`config.mk`:
```
export PLATFORM = sky130hd
export DESIGN_NAME = shortest_remaining_time_scheduler_top
export DESIGN_NICKNAME = d
export VERILOG_FILES = /design/src/srts_pkg.sv /design/src/srts_ctrl.sv /design/src/srts_datapath.sv /design/src/shortest_remaining_time_scheduler_top.sv
export SDC_FILE = /design/constraint.sdc
export NUM_CORES = 1
export LEC_CHECK = 0
export BUFFER_PORTS_ARGS = -buffer_cell sky130_fd_sc_hd__clkbuf_2
export CAP_MARGIN = 20
export CORE_UTILIZATION = 30
export CTS_CLUSTER_DIAMETER = 100
export DETAILED_ROUTE_END_ITERATION = 8
export SYNTH_ARGS = -nofsm -noshare
export SYNTH_HDL_FRONTEND = slang
export SYNTH_SLANG_ARGS = --single-unit
```
`constraint.sdc`:
```
create_clock -name clk_i -period 6.05 [get_ports clk_i]
set_clock_uncertainty 0.15 [all_clocks]
set_input_delay 0.605 -clock clk_i [delete_from_list [all_inputs] [get_ports clk_i]]
set_output_delay 0.605 -clock clk_i [all_outputs]
set_load 0.1 [all_outputs]
```
`src/srts_pkg.sv`:
```
// ----------------------------------------------------------------------------
// srts_pkg
// Types and constants shared by the shortest-remaining-time scheduler files.
// ----------------------------------------------------------------------------
package srts_pkg;

  localparam int unsigned MAX_JOBS_DEF = 16;
  localparam int unsigned TIME_W       = 21;
  localparam logic [TIME_W-1:0] TIME_MAX = 21'h1FFFFF;
  localparam logic [15:0] SLICE_RESET  = 16'd10;

  localparam int unsigned APB_AW = 3;
  localparam int unsigned APB_DW = 32;
  localparam logic [APB_AW-3:0] REG_TIME_SLICE = 1'b0;

  localparam logic REQ_LOAD = 1'b0;
  localparam logic REQ_STEP = 1'b1;

  localparam logic [2:0] STATUS_LOADED     = 3'd0;
  localparam logic [2:0] STATUS_TABLE_FULL = 3'd1;
  localparam logic [2:0] STATUS_RAN        = 3'd2;
  localparam logic [2:0] STATUS_IDLE_JUMP  = 3'd3;
  localparam logic [2:0] STATUS_ALL_DONE   = 3'd4;

  typedef struct packed {
    logic        req_type;
    logic [15:0] job_arrival;
    logic [15:0] job_length;
  } req_t;

  typedef struct packed {
    logic [2:0]        status;
    logic [3:0]        job_id;
    logic [TIME_W-1:0] event_time;
    logic [15:0]       ran_for;
    logic [15:0]       arrival_of_job;
    logic              first_run;
    logic              job_finished;
    logic [TIME_W-1:0] finish_time;
  } res_t;

  typedef struct packed {
    logic load;
    logic step;
    logic scan;
    logic finish;
  } ctrl_cmd_t;

  typedef struct packed {
    logic scan_end;
  } ctrl_sts_t;

endpackage

```
`src/srts_ctrl.sv`:
```
// ----------------------------------------------------------------------------
// srts_ctrl
// Controller: sequences one load or one table scan and its final update.
// ----------------------------------------------------------------------------
module srts_ctrl (
  input  logic                  clk_i,
  input  logic                  rst_ni,
  input  logic                  start_i,
  input  logic                  req_type_i,
  input  srts_pkg::ctrl_sts_t   sts_i,
  output logic                  busy_o,
  output srts_pkg::ctrl_cmd_t   cmd_o
);

  localparam logic [1:0] S_IDLE   = 2'd0;
  localparam logic [1:0] S_SCAN   = 2'd1;
  localparam logic [1:0] S_FINISH = 2'd2;

  logic [1:0] state_q, state_d;
  logic       accept;

  assign accept = start_i && (state_q == S_IDLE);

  always_comb begin
    state_d = state_q;
    case (state_q)
      S_IDLE: begin
        if (accept && (req_type_i == srts_pkg::REQ_STEP)) state_d = S_SCAN;
      end
      S_SCAN: begin
        if (sts_i.scan_end) state_d = S_FINISH;
      end
      S_FINISH: begin
        state_d = S_IDLE;
      end
      default: begin
        state_d = S_IDLE;
      end
    endcase
  end

  always_ff @(posedge clk_i or negedge rst_ni) begin
    if (!rst_ni) begin
      state_q <= S_IDLE;
    end else begin
      state_q <= state_d;
    end
  end

  assign busy_o      = (state_q != S_IDLE);
  assign cmd_o.load   = accept && (req_type_i == srts_pkg::REQ_LOAD);
  assign cmd_o.step   = accept && (req_type_i == srts_pkg::REQ_STEP);
  assign cmd_o.scan   = (state_q == S_SCAN);
  assign cmd_o.finish = (state_q == S_FINISH);

endmodule

```
`src/srts_datapath.sv`:
```
// ----------------------------------------------------------------------------
// srts_datapath
// Job table, scan pipeline for the shortest ready job, time keeping and the
// result register.
// ----------------------------------------------------------------------------
module srts_datapath #(
  parameter int unsigned MAX_JOBS = srts_pkg::MAX_JOBS_DEF
) (
  input  logic                  clk_i,
  input  logic                  rst_ni,
  input  srts_pkg::ctrl_cmd_t   cmd_i,
  input  srts_pkg::req_t        req_i,
  input  logic [15:0]           time_slice_i,
  output srts_pkg::ctrl_sts_t   sts_o,
  output logic                  res_valid_o,
  output srts_pkg::res_t        res_o
);

  localparam int unsigned IDX_W = $clog2(MAX_JOBS);
  localparam int unsigned CNT_W = $clog2(MAX_JOBS + 1);
  localparam int unsigned TW    = srts_pkg::TIME_W;

  logic [15:0] arr_mem [MAX_JOBS];
  logic [15:0] rem_mem [MAX_JOBS];

  logic [CNT_W-1:0]    jobs_loaded_q;
  logic [TW-1:0]       cur_time_q;
  logic [MAX_JOBS-1:0] started_q;
  logic [CNT_W-1:0]    scan_idx_q;
  logic                cmp_vld_q;
  logic [IDX_W-1:0]    cmp_idx_q;
  logic [15:0]         arr_rd_q, rem_rd_q;
  logic                found_q, first_found_q;
  logic [IDX_W-1:0]    best_idx_q;
  logic [15:0]         best_rem_q, best_arr_q, first_arr_q;
  logic                res_valid_q;
  srts_pkg::res_t      res_q;
  srts_pkg::res_t      res_d;

  logic             full, load_we, issue, entry_ready, take;
  logic [IDX_W-1:0] load_addr;
  logic [15:0]      slice, run, rem_left;
  logic [TW:0]      sum;
  logic [TW-1:0]    after;
  logic             rem_we;
  logic [IDX_W-1:0] rem_waddr;
  logic [15:0]      rem_wdata;
  logic [CNT_W+3:0] load_id_wide;
  logic [IDX_W+3:0] best_id_wide;

  assign full         = (jobs_loaded_q == CNT_W'(MAX_JOBS));
  assign load_we      = cmd_i.load && !full;
  assign load_addr    = jobs_loaded_q[IDX_W-1:0];
  assign issue        = cmd_i.scan && (scan_idx_q != jobs_loaded_q);
  assign sts_o.scan_end = (scan_idx_q == jobs_loaded_q);

  assign entry_ready = (rem_rd_q != 16'd0) && ({{(TW-16){1'b0}}, arr_rd_q} <= cur_time_q);
  assign take        = cmp_vld_q && entry_ready && (!found_q || (rem_rd_q < best_rem_q));

  assign slice    = (time_slice_i == 16'd0) ? 16'd1 : time_slice_i;
  assign run      = (best_rem_q < slice) ? best_rem_q : slice;
  assign rem_left = best_rem_q - run;
  assign sum      = {1'b0, cur_time_q} + {{(TW-15){1'b0}}, run};
  assign after    = (sum > {1'b0, srts_pkg::TIME_MAX}) ? srts_pkg::TIME_MAX : sum[TW-1:0];

  assign rem_we    = load_we || (cmd_i.finish && found_q);
  assign rem_waddr = load_we ? load_addr : best_idx_q;
  assign rem_wdata = load_we ? req_i.job_length : rem_left;

  assign load_id_wide = {4'b0, jobs_loaded_q};
  assign best_id_wide = {4'b0, best_idx_q};

  always_comb begin
    res_d = '0;
    if (cmd_i.load) begin
      if (full) begin
        res_d.status = srts_pkg::STATUS_TABLE_FULL;
      end else begin
        res_d.status = srts_pkg::STATUS_LOADED;
        res_d.job_id = load_id_wide[3:0];
      end
    end else begin
      res_d.event_time = cur_time_q;
      if (found_q) begin
        res_d.status         = srts_pkg::STATUS_RAN;
        res_d.job_id         = best_id_wide[3:0];
        res_d.ran_for        = run;
        res_d.arrival_of_job = best_arr_q;
        res_d.first_run      = !started_q[best_idx_q];
        res_d.job_finished   = (rem_left == 16'd0);
        res_d.finish_time    = after;
      end else if (first_found_q) begin
        res_d.status      = srts_pkg::STATUS_IDLE_JUMP;
        res_d.finish_time = {{(TW-16){1'b0}}, first_arr_q};
      end else begin
        res_d.status      = srts_pkg::STATUS_ALL_DONE;
        res_d.finish_time = cur_time_q;
      end
    end
  end

  always_ff @(posedge clk_i) begin
    if (load_we) begin
      arr_mem[load_addr] <= req_i.job_arrival;
    end
    if (rem_we) begin
      rem_mem[rem_waddr] <= rem_wdata;
    end
    if (issue) begin
      arr_rd_q <= arr_mem[scan_idx_q[IDX_W-1:0]];
      rem_rd_q <= rem_mem[scan_idx_q[IDX_W-1:0]];
    end
  end

  always_ff @(posedge clk_i or negedge rst_ni) begin
    if (!rst_ni) begin
      jobs_loaded_q <= '0;
      cur_time_q    <= '0;
      started_q     <= '0;
      scan_idx_q    <= '0;
      cmp_vld_q     <= 1'b0;
      found_q       <= 1'b0;
      first_found_q <= 1'b0;
      res_valid_q   <= 1'b0;
    end else begin
      res_valid_q <= cmd_i.load || cmd_i.finish;
      cmp_vld_q   <= issue;
      if (load_we) begin
        jobs_loaded_q        <= jobs_loaded_q + CNT_W'(1);
        started_q[load_addr] <= 1'b0;
      end
      if (cmd_i.step) begin
        scan_idx_q    <= '0;
        found_q       <= 1'b0;
        first_found_q <= 1'b0;
      end
      if (issue) begin
        scan_idx_q <= scan_idx_q + CNT_W'(1);
      end
      if (take) begin
        found_q <= 1'b1;
      end
      if (cmp_vld_q && (rem_rd_q != 16'd0)) begin
        first_found_q <= 1'b1;
      end
      if (cmd_i.finish) begin
        if (found_q) begin
          cur_time_q            <= after;
          started_q[best_idx_q] <= 1'b1;
        end else if (first_found_q) begin
          cur_time_q <= {{(TW-16){1'b0}}, first_arr_q};
        end
      end
    end
  end

  always_ff @(posedge clk_i) begin
    if (issue) begin
      cmp_idx_q <= scan_idx_q[IDX_W-1:0];
    end
    if (take) begin
      best_idx_q <= cmp_idx_q;
      best_rem_q <= rem_rd_q;
      best_arr_q <= arr_rd_q;
    end
    if (cmp_vld_q && (rem_rd_q != 16'd0) && !first_found_q) begin
      first_arr_q <= arr_rd_q;
    end
    if (cmd_i.load || cmd_i.finish) begin
      res_q <= res_d;
    end
  end

  assign res_valid_o = res_valid_q;
  assign res_o       = res_q;

endmodule

```
`src/shortest_remaining_time_scheduler_top.sv`:
```
// ----------------------------------------------------------------------------
// shortest_remaining_time_scheduler_top
// Preemptive shortest-remaining-time scheduler with an APB time slice register.
// ----------------------------------------------------------------------------
// A load is taken and its result beat appears in the next cycle, with busy
// staying low so another request may follow at once. A step holds busy high
// through the scan of the job table and the final update of the chosen job,
// and its result beat appears in the cycle busy falls. The scan reads one
// entry per cycle through the table's single read port, then the compare
// drains before the chosen job is updated. Each result beat is shown for
// exactly one cycle and cannot be held off by the receiver.
// The time slice register should only be written while the block is idle.
// ----------------------------------------------------------------------------
module shortest_remaining_time_scheduler_top #(
  parameter int unsigned MAX_JOBS = srts_pkg::MAX_JOBS_DEF
) (
  input  logic                          clk_i,
  input  logic                          rst_ni,
  input  logic                          start,
  output logic                          busy,
  input  srts_pkg::req_t                req_i,
  output logic                          res_valid_o,
  output srts_pkg::res_t                res_o,
  input  logic                          psel,
  input  logic                          penable,
  input  logic                          pwrite,
  input  logic [srts_pkg::APB_AW-1:0]   paddr,
  input  logic [srts_pkg::APB_DW-1:0]   pwdata,
  output logic [srts_pkg::APB_DW-1:0]   prdata,
  output logic                          pready
);

  logic [15:0]                  time_slice_q;
  logic [srts_pkg::APB_AW-3:0]  reg_idx;
  srts_pkg::ctrl_cmd_t          cmd;
  srts_pkg::ctrl_sts_t          sts;

  assign reg_idx = paddr[srts_pkg::APB_AW-1:2];
  assign pready  = 1'b1;
  assign prdata  = (reg_idx == srts_pkg::REG_TIME_SLICE) ? {16'b0, time_slice_q} : '0;

  always_ff @(posedge clk_i or negedge rst_ni) begin
    if (!rst_ni) begin
      time_slice_q <= srts_pkg::SLICE_RESET;
    end else if (psel && penable && pwrite && (reg_idx == srts_pkg::REG_TIME_SLICE)) begin
      time_slice_q <= pwdata[15:0];
    end
  end

  srts_ctrl u_ctrl (
    .clk_i      (clk_i),
    .rst_ni     (rst_ni),
    .start_i    (start),
    .req_type_i (req_i.req_type),
    .sts_i      (sts),
    .busy_o     (busy),
    .cmd_o      (cmd)
  );

  srts_datapath #(
    .MAX_JOBS (MAX_JOBS)
  ) u_datapath (
    .clk_i        (clk_i),
    .rst_ni       (rst_ni),
    .cmd_i        (cmd),
    .req_i        (req_i),
    .time_slice_i (time_slice_q),
    .sts_o        (sts),
    .res_valid_o  (res_valid_o),
    .res_o        (res_o)
  );

endmodule

```
## After elaboration in Yosys (flattened, before gate mapping)

Memory sizes are Yosys's and may differ from the RTL's. A register that Yosys moved wholly into a read port is not among the register bits.
Index checks and enable logic that the tools add are counted.
Widths: inputs -> output; s select.

- $add $sub $neg: 4
- Order comparisons: 8
- Eq/ne operators: 7
- Multiplexer cells: 35
- Bitwise gates (word level): 6
- Reduce and logical (&&, ||, !) cells: 33

Operators with widths:

| cell | count |
|---|---|
| $mux 16 | 7 |
| $mux 21 | 3 |
| $logic_not 16->1 | 2 |
| $lt 16x16->1 | 2 |
| $add 21x16->22 | 1 |
| $gt 22x21->1 const B | 1 |
| $le 16x21->1 | 1 |
| $and 16x16->16 | 1 |
| $logic_and 1x1->1 | 16 |
| $not 16->16 | 1 |
| $or 16x16->16 | 1 |
| $reduce_bool 16->1 | 1 |
| $sub 16x16->16 | 1 |
| $mux 4 | 3 |
| $mux 1 | 11 |
| $add 5x1->5 const B | 2 |
| $lt 4x5->1 const B | 2 |
| $mux 5 | 2 |
| $demux 1 s4 | 2 |
| $ge 4x1->1 const B | 2 |
| $reduce_bool 2->1 | 4 |
| $mux 7 | 1 |
| $mux 3 | 2 |
| $eq 5x5->1 | 1 |
| 14 further kinds | 23 |

- Register bits after elaboration: 208
- Memory bits (writable): 512
- Input bits: 74
- Output and inout port bits: 118
- Word-level logic and storage cells: 118
- Memories: 2

Memories:

| name | words | bits a word | rd ports | clocked after memory_dff | write ports | RTL line | text |
|---|---|---|---|---|---|---|---|
| u_datapath.arr_mem | 16 | 16 | 1 | 1 | 1 | srts_datapath.sv:23 | `logic [15:0] arr_mem [MAX_JOBS];` |
| u_datapath.rem_mem | 16 | 16 | 1 | 1 | 1 | srts_datapath.sv:24 | `logic [15:0] rem_mem [MAX_JOBS];` |

## Depth between registers and ports, before layout

- Depth after elaboration: 10
- Gate-level depth with buffers: 21
- Depth with buffers taken out: 19

## Cells and area by module

Synthesis repeated with hierarchy kept, for this count alone.

- Cells, all modules: 2136
- Area total of the unflattened synthesis: 32418.6 um2

Modules (own cells, without submodules):

| module | instances | cells each | area an instance (um2) | seq. area each (um2) |
|---|---|---|---|---|
| srts_datapath | 1 | 2054 | 31393.9 | 21785.9 |
| shortest_remaining_time_scheduler_top | 1 | 70 | 902.1 | 402.9 |
| srts_ctrl | 1 | 12 | 122.6 | 50.0 |

## Worst setup path after synthesis

No wires, ideal clock.

- Kind: reg-to-reg
- Start point: reg u_datapath.best_rem_q[7]
- End point: reg u_datapath.res_q, in the netlist u_datapath.res_o[18] (data pin)
- Setup time: 272 ps
- Data arrival time: 4245 ps
- Data required time: 5628 ps
- Path slack: 1384 ps
- Stages on the path, launching flop included: 18
- Buffers on the path: 0
- Period minus slack after synthesis: 4666 ps
- Cells stage by stage: edfxtp_1 -> ha_1 -> a21oi_1 -> o21ai_0 -> a2111oi_0 -> a21oi_1 -> nor3_4 -> mux2i_1 -> inv_1 -> fa_1 -> a21oi_2 -> o21ai_2 -> a2111oi_4 -> o31ai_1 -> o41a_4 -> nand3_1 -> xor2_1 -> a211oi_1

- Cells in the longest elaborated chain, start to end: 6

RTL lines:

| item | RTL line | text |
|---|---|---|
| start, declared | srts_datapath.sv:35 | `logic [15:0] best_rem_q, best_arr_q, first_arr_q;` |
| start signal, assigned | srts_datapath.sv:163 | `best_rem_q <= rem_rd_q;` |
| $lt 16x16->1 * | srts_datapath.sv:61 | `assign run = (best_rem_q < slice) ? best_rem_q : slice;` |
| $mux 16 * | srts_datapath.sv:61 |  |
| net u_datapath.run[1] | srts_datapath.sv:42 | `logic [15:0] slice, run, rem_left;` |
| $add 21x16->22 * | srts_datapath.sv:63 | `assign sum = {1'b0, cur_time_q} + {{(TW-15){1'b0}}, run};` |
| $gt 22x21->1 | srts_datapath.sv:64 | `assign after = (sum > {1'b0, srts_pkg::TIME_MAX}) ? srts_pkg::TIME_MAX : sum[TW-1:0];` |
| $mux 21 * | srts_datapath.sv:64 |  |
| $mux 21 * | - |  |
| end signal, assigned | srts_datapath.sv:170 | `res_q <= res_d;` |
| end, declared | srts_datapath.sv:37 | `srts_pkg::res_t res_q;` |

Mark *: on every way through the listed nets, which the timed path passes. The rest lies on a longest branch.
A chain may end at the register's enable or synchronous reset.

## Final worst setup path

- Start point: reg time_slice_q[7]
- End point: mem u_datapath.rem_mem[11][14] (data pin)

- Cells in the longest elaborated chain, start to end: 6

RTL lines:

| item | RTL line | text |
|---|---|---|
| start, declared | shortest_remaining_time_scheduler_top.sv:33 | `logic [15:0] time_slice_q;` |
| start signal, assigned | shortest_remaining_time_scheduler_top.sv:44 | `time_slice_q <= srts_pkg::SLICE_RESET;` |
| start signal, assigned | shortest_remaining_time_scheduler_top.sv:46 | `time_slice_q <= pwdata[15:0];` |
| $logic_not 16->1 | srts_datapath.sv:60 | `assign slice = (time_slice_i == 16'd0) ? 16'd1 : time_slice_i;` |
| $mux 16 * | srts_datapath.sv:60 |  |
| $lt 16x16->1 | srts_datapath.sv:61 |  |
| $mux 16 * | srts_datapath.sv:61 |  |
| net u_datapath.run[0] | srts_datapath.sv:42 |  |
| $sub 16x16->16 * | srts_datapath.sv:62 | `assign rem_left = best_rem_q - run;` |
| $mux 16 * | srts_datapath.sv:68 | `assign rem_wdata = load_we ? req_i.job_length : rem_left;` |
| net u_datapath.rem_wdata[14] | srts_datapath.sv:47 | `logic [15:0] rem_wdata;` |
| end, declared | srts_datapath.sv:24 |  |

Marked as above.

==> results.sh <==
export IMPL_syn_cell_area_mm2=0.03197
export IMPL_final_nets=2263
export IMPL_die_w_um=328.4
export IMPL_area_delta_synth_final_pct=16.01
export IMPL_nFillCells=9917
export IMPL_hpwl_um=50420
export IMPL_post_cts_buffers=0
export IMPL_synth_cells=1896
export IMPL_clkSinkCount=752
export IMPL_ys_seq_area_frac=0.6956
export IMPL_setup_viol=0
export IMPL_synth_top_cell_area_share=0.6415
export IMPL_status="finished, violations left"
export IMPL_antenna_found_initial=4
export IMPL_clk_latency_ns=0.63
export IMPL_maxSlewViolCount=0
export IMPL_maxCapViolations=0
export IMPL_port_buffers=156
export IMPL_io_pins=192
export IMPL_grt_usage=0.1448
export IMPL_ys_top_cells_by_area="edfxtp_1, mux4_2, dfrtp_1"
export IMPL_ant_nets=0
export IMPL_grt_setup_unrepaired="no"
export IMPL_std_cell_rows=119
export IMPL_critPathArrivalTime_ns=5.84
export IMPL_fmax_ghz=0.1800
export IMPL_syn_area_per_cell_um2=16.86
export IMPL_fp_coreArea_mm2=0.1054
export IMPL_crit_fanout=16
export IMPL_vias_per_cell=4.930
export IMPL_grt_pass1_wl_um=116100
export IMPL_yosysUniqueCellTypes=73
export IMPL_clock_path_buffers=3
export IMPL_n_antenna_cell=0
export IMPL_ys_ff_latch=752
export IMPL_slew_headroom=0.2950
export IMPL_finalCritPeriodShare=0.9184
export IMPL_cp_start_kind="register"
export IMPL_synthArstFlopShare=0.09176
export IMPL_cts_root_buf="clkbuf_16"
export IMPL_wire_per_inst_um=22.20
export IMPL_vias=17520
export IMPL_fin_cells=3553
export IMPL_postLayoutCellArea_mm2=0.03709
export IMPL_drt_iter0_markers=1736
export IMPL_die_y_um=328.4
export IMPL_hold_class="input port to register"
export IMPL_crit_required_ns=6.33
export IMPL_dp_cells=3418
export IMPL_grt_pass1_vias=18070
export IMPL_drtPass1Iterations=8
export IMPL_htreeDepth=3
export IMPL_fin_setup_tns_ns=0
export IMPL_drive_gt1_frac=0.2516
export IMPL_crit_type="register to register"
export IMPL_dpl_cell_area_mm2=0.03457
export IMPL_ys_warn_count=0
export IMPL_fin_crit_ns=5.556
export IMPL_synth_main_ff_cell="edfxtp_1"
export IMPL_die_area_mm2=0.1079
export IMPL_cts_clk_slew_worst_paths_ns=0.07
export IMPL_tightest_slew_ns=1.058
export IMPL_drcViolationCount=37
export IMPL_synth_edff_count=683
export IMPL_grt_overflow_total=0
export IMPL_hold_viol_final=0
export IMPL_grt_max_degree=85
export IMPL_gp_congestion=0.8933
export IMPL_worstSetupEndpointType="register"
export IMPL_violations="DRC"
export IMPL_cts_tree="built"
export IMPL_initial_core_util=0.3033
export IMPL_yosysTopAreaCell="edfxtp_1"
export IMPL_routed_wl_um=78870
export IMPL_numCtsBuffers=73
[cell families after synthesis]
kind of cell	Yosys count	share of synthesized area
AOI/OAI and AO/OA	236	0.04818
other	2	0.0002349
adders and majority gates	85	0.03374
DFF	752	0.6956
buffers and inverters	197	0.02638
muxes	199	0.1276
and+or+nand+nor	387	0.05781
xor gates and xnor gates	38	0.01041
[state kept, by name, indices dropped and copies added (netlist names), 2 cells and up]
name,flops
u_datapath.best_arr_q,16
u_datapath.first_arr_q,16
u_datapath.started_q,16
time_slice_q,16
u_datapath.cur_time_q,21
u_datapath.best_idx_q,4
u_ctrl.state_q,2
u_datapath.scan_idx_q,5
u_datapath.jobs_loaded_q,5
u_datapath.rem_mem,256
u_datapath.best_rem_q,16
u_datapath.res_o,83
u_datapath.cmp_idx_q,4
u_datapath.arr_mem,256
u_datapath.arr_rd_q,16
u_datapath.rem_rd_q,16
[per-layer routing]
metal  track usage  routed length [um]  vias up  share of wire
li1              -                   -     7752              -
met1        0.1839               31800     9020           0.40
met2        0.2525               40370      607           0.51
met3       0.01857                4557      133          0.058
met4       0.05217                2102        6          0.027
met5             0                  37        -        0.00047
[repair_timing]
action | CTS | global route
hold buffers | 1 | 0
resized for setup | 0 | 0
endpoints found under the hold margin | 1 | 0
[placed cells by master (no fill, tap or decap), drive strengths merged, types with 25 or more instances in the layout]
cell type,count
clkbuf,247
buf,64
inv,97
o21ai,79
ha,83
mux4,165
clkinv,26
and2,36
edfxtp,683
nor2,120
nand3,33
xnor2,25
a21oi,51
dfrtp,67
nand2,108
[stage by stage]
stage / hold WS, ns / setup WS (ns) / utilization
floorplan: 0.1594 / 1.384 / -
global placement: 0.2500 / 0.5631 / 0.3279
detailed placement: 0.2470 / 0.6332 / 0.3279
CTS: 0.02565 / 0.5954 / 0.3516
global route: 0.05548 / 0.1518 / 0.3518
finish: 0.05875 / 0.4937 / 0.3518
[final cells by class]
type	count	area [um^2]	area share
sequential	752	22250	0.5999
multi-input combinational	962	8964	0.2417
clock buffer	92	1961	0.05286
tap	1391	1740	0.04693
timing repair buffer	220	1296	0.03495
clock inverter	41	523.0	0.01410
inverter	95	356.6	0.009614
[synthesized netlist by cell type, drive strengths merged, types with 2 or more instances]
| cell type | number |
|---|---|
| o21bai | 5 |
| a2111oi | 6 |
| nand2b | 3 |
| o31ai | 4 |
| nand4b | 3 |
| ha | 83 |
| nor2 | 120 |
| o22ai | 7 |
| or3 | 2 |
| a211oi | 22 |
| mux4 | 165 |
| o21ai | 79 |
| a311oi | 3 |
| a21boi | 4 |
| nand3b | 2 |
| nor4 | 11 |
| nand3 | 33 |
| clkbuf | 60 |
| nor3b | 4 |
| xnor2 | 25 |
| o211ai | 5 |
| fa | 2 |
| xor2 | 13 |
| a41oi | 2 |
| nor2b | 19 |
| nand2 | 108 |
| inv | 95 |
| dfstp | 2 |
| or2 | 3 |
| conb | 2 |
| a32o | 3 |
| mux2 | 19 |
| and2 | 36 |
| a21o | 12 |
| and3 | 14 |
| mux2i | 15 |
| o21a | 8 |
| dfrtp | 67 |
| a21oi | 51 |
| nor3 | 15 |
| a31oi | 14 |
| edfxtp | 683 |
| buf | 42 |
| nand4 | 11 |
[worst max-delay path, stage by stage, from the launching register on]
cell and delay (ns):
dfrtp_1 0.41, inv_1 0.09, ha_1 0.32, a21oi_1 0.16
o21ai_0 0.14, a2111oi_0 0.41, a21oi_1 0.20, nor3_4 0.54
mux2i_1 0.41, ha_1 0.23, inv_1 0.06, fa_1 0.42
a211oi_1 0.31, o21ai_0 0.18, nand2_1 0.14, nor3_1 0.08
o31a_1 0.27, nor2_1 0.11, xnor2_1 0.29, mux2_2 0.44
[path summary, 6_finish.rpt]
kind / startpoint / to / slack, ns / cells after the start
worst max register to register: time_slice_q[7]$_DFFE_PN0P_ / u_datapath.rem_mem[11][14]$_DFFE_PP_ / 0.49 / 19
max in group asynchronous: rst_ni / u_datapath.scan_idx_q[1]$_DFFE_PN0P_ / 4.35 / 3
min in group asynchronous: rst_ni / u_datapath.res_valid_o$_DFF_PN0_ / 0.16 / 2
worst max-delay path: time_slice_q[7]$_DFFE_PN0P_ / u_datapath.rem_mem[11][14]$_DFFE_PP_ / 0.49 / 19
worst min register to register: u_datapath.cmp_idx_q[0]$_DFFE_PP_ / u_datapath.best_idx_q[0]$_DFFE_PP_ / 0.27 / 0
worst min-delay path: pwdata[0] / time_slice_q[0]$_DFFE_PN0P_ / 0.06 / 2
Power is not shown: default switching activity piles up to over one toggle a cycle in this logic, so the estimate is an artifact.
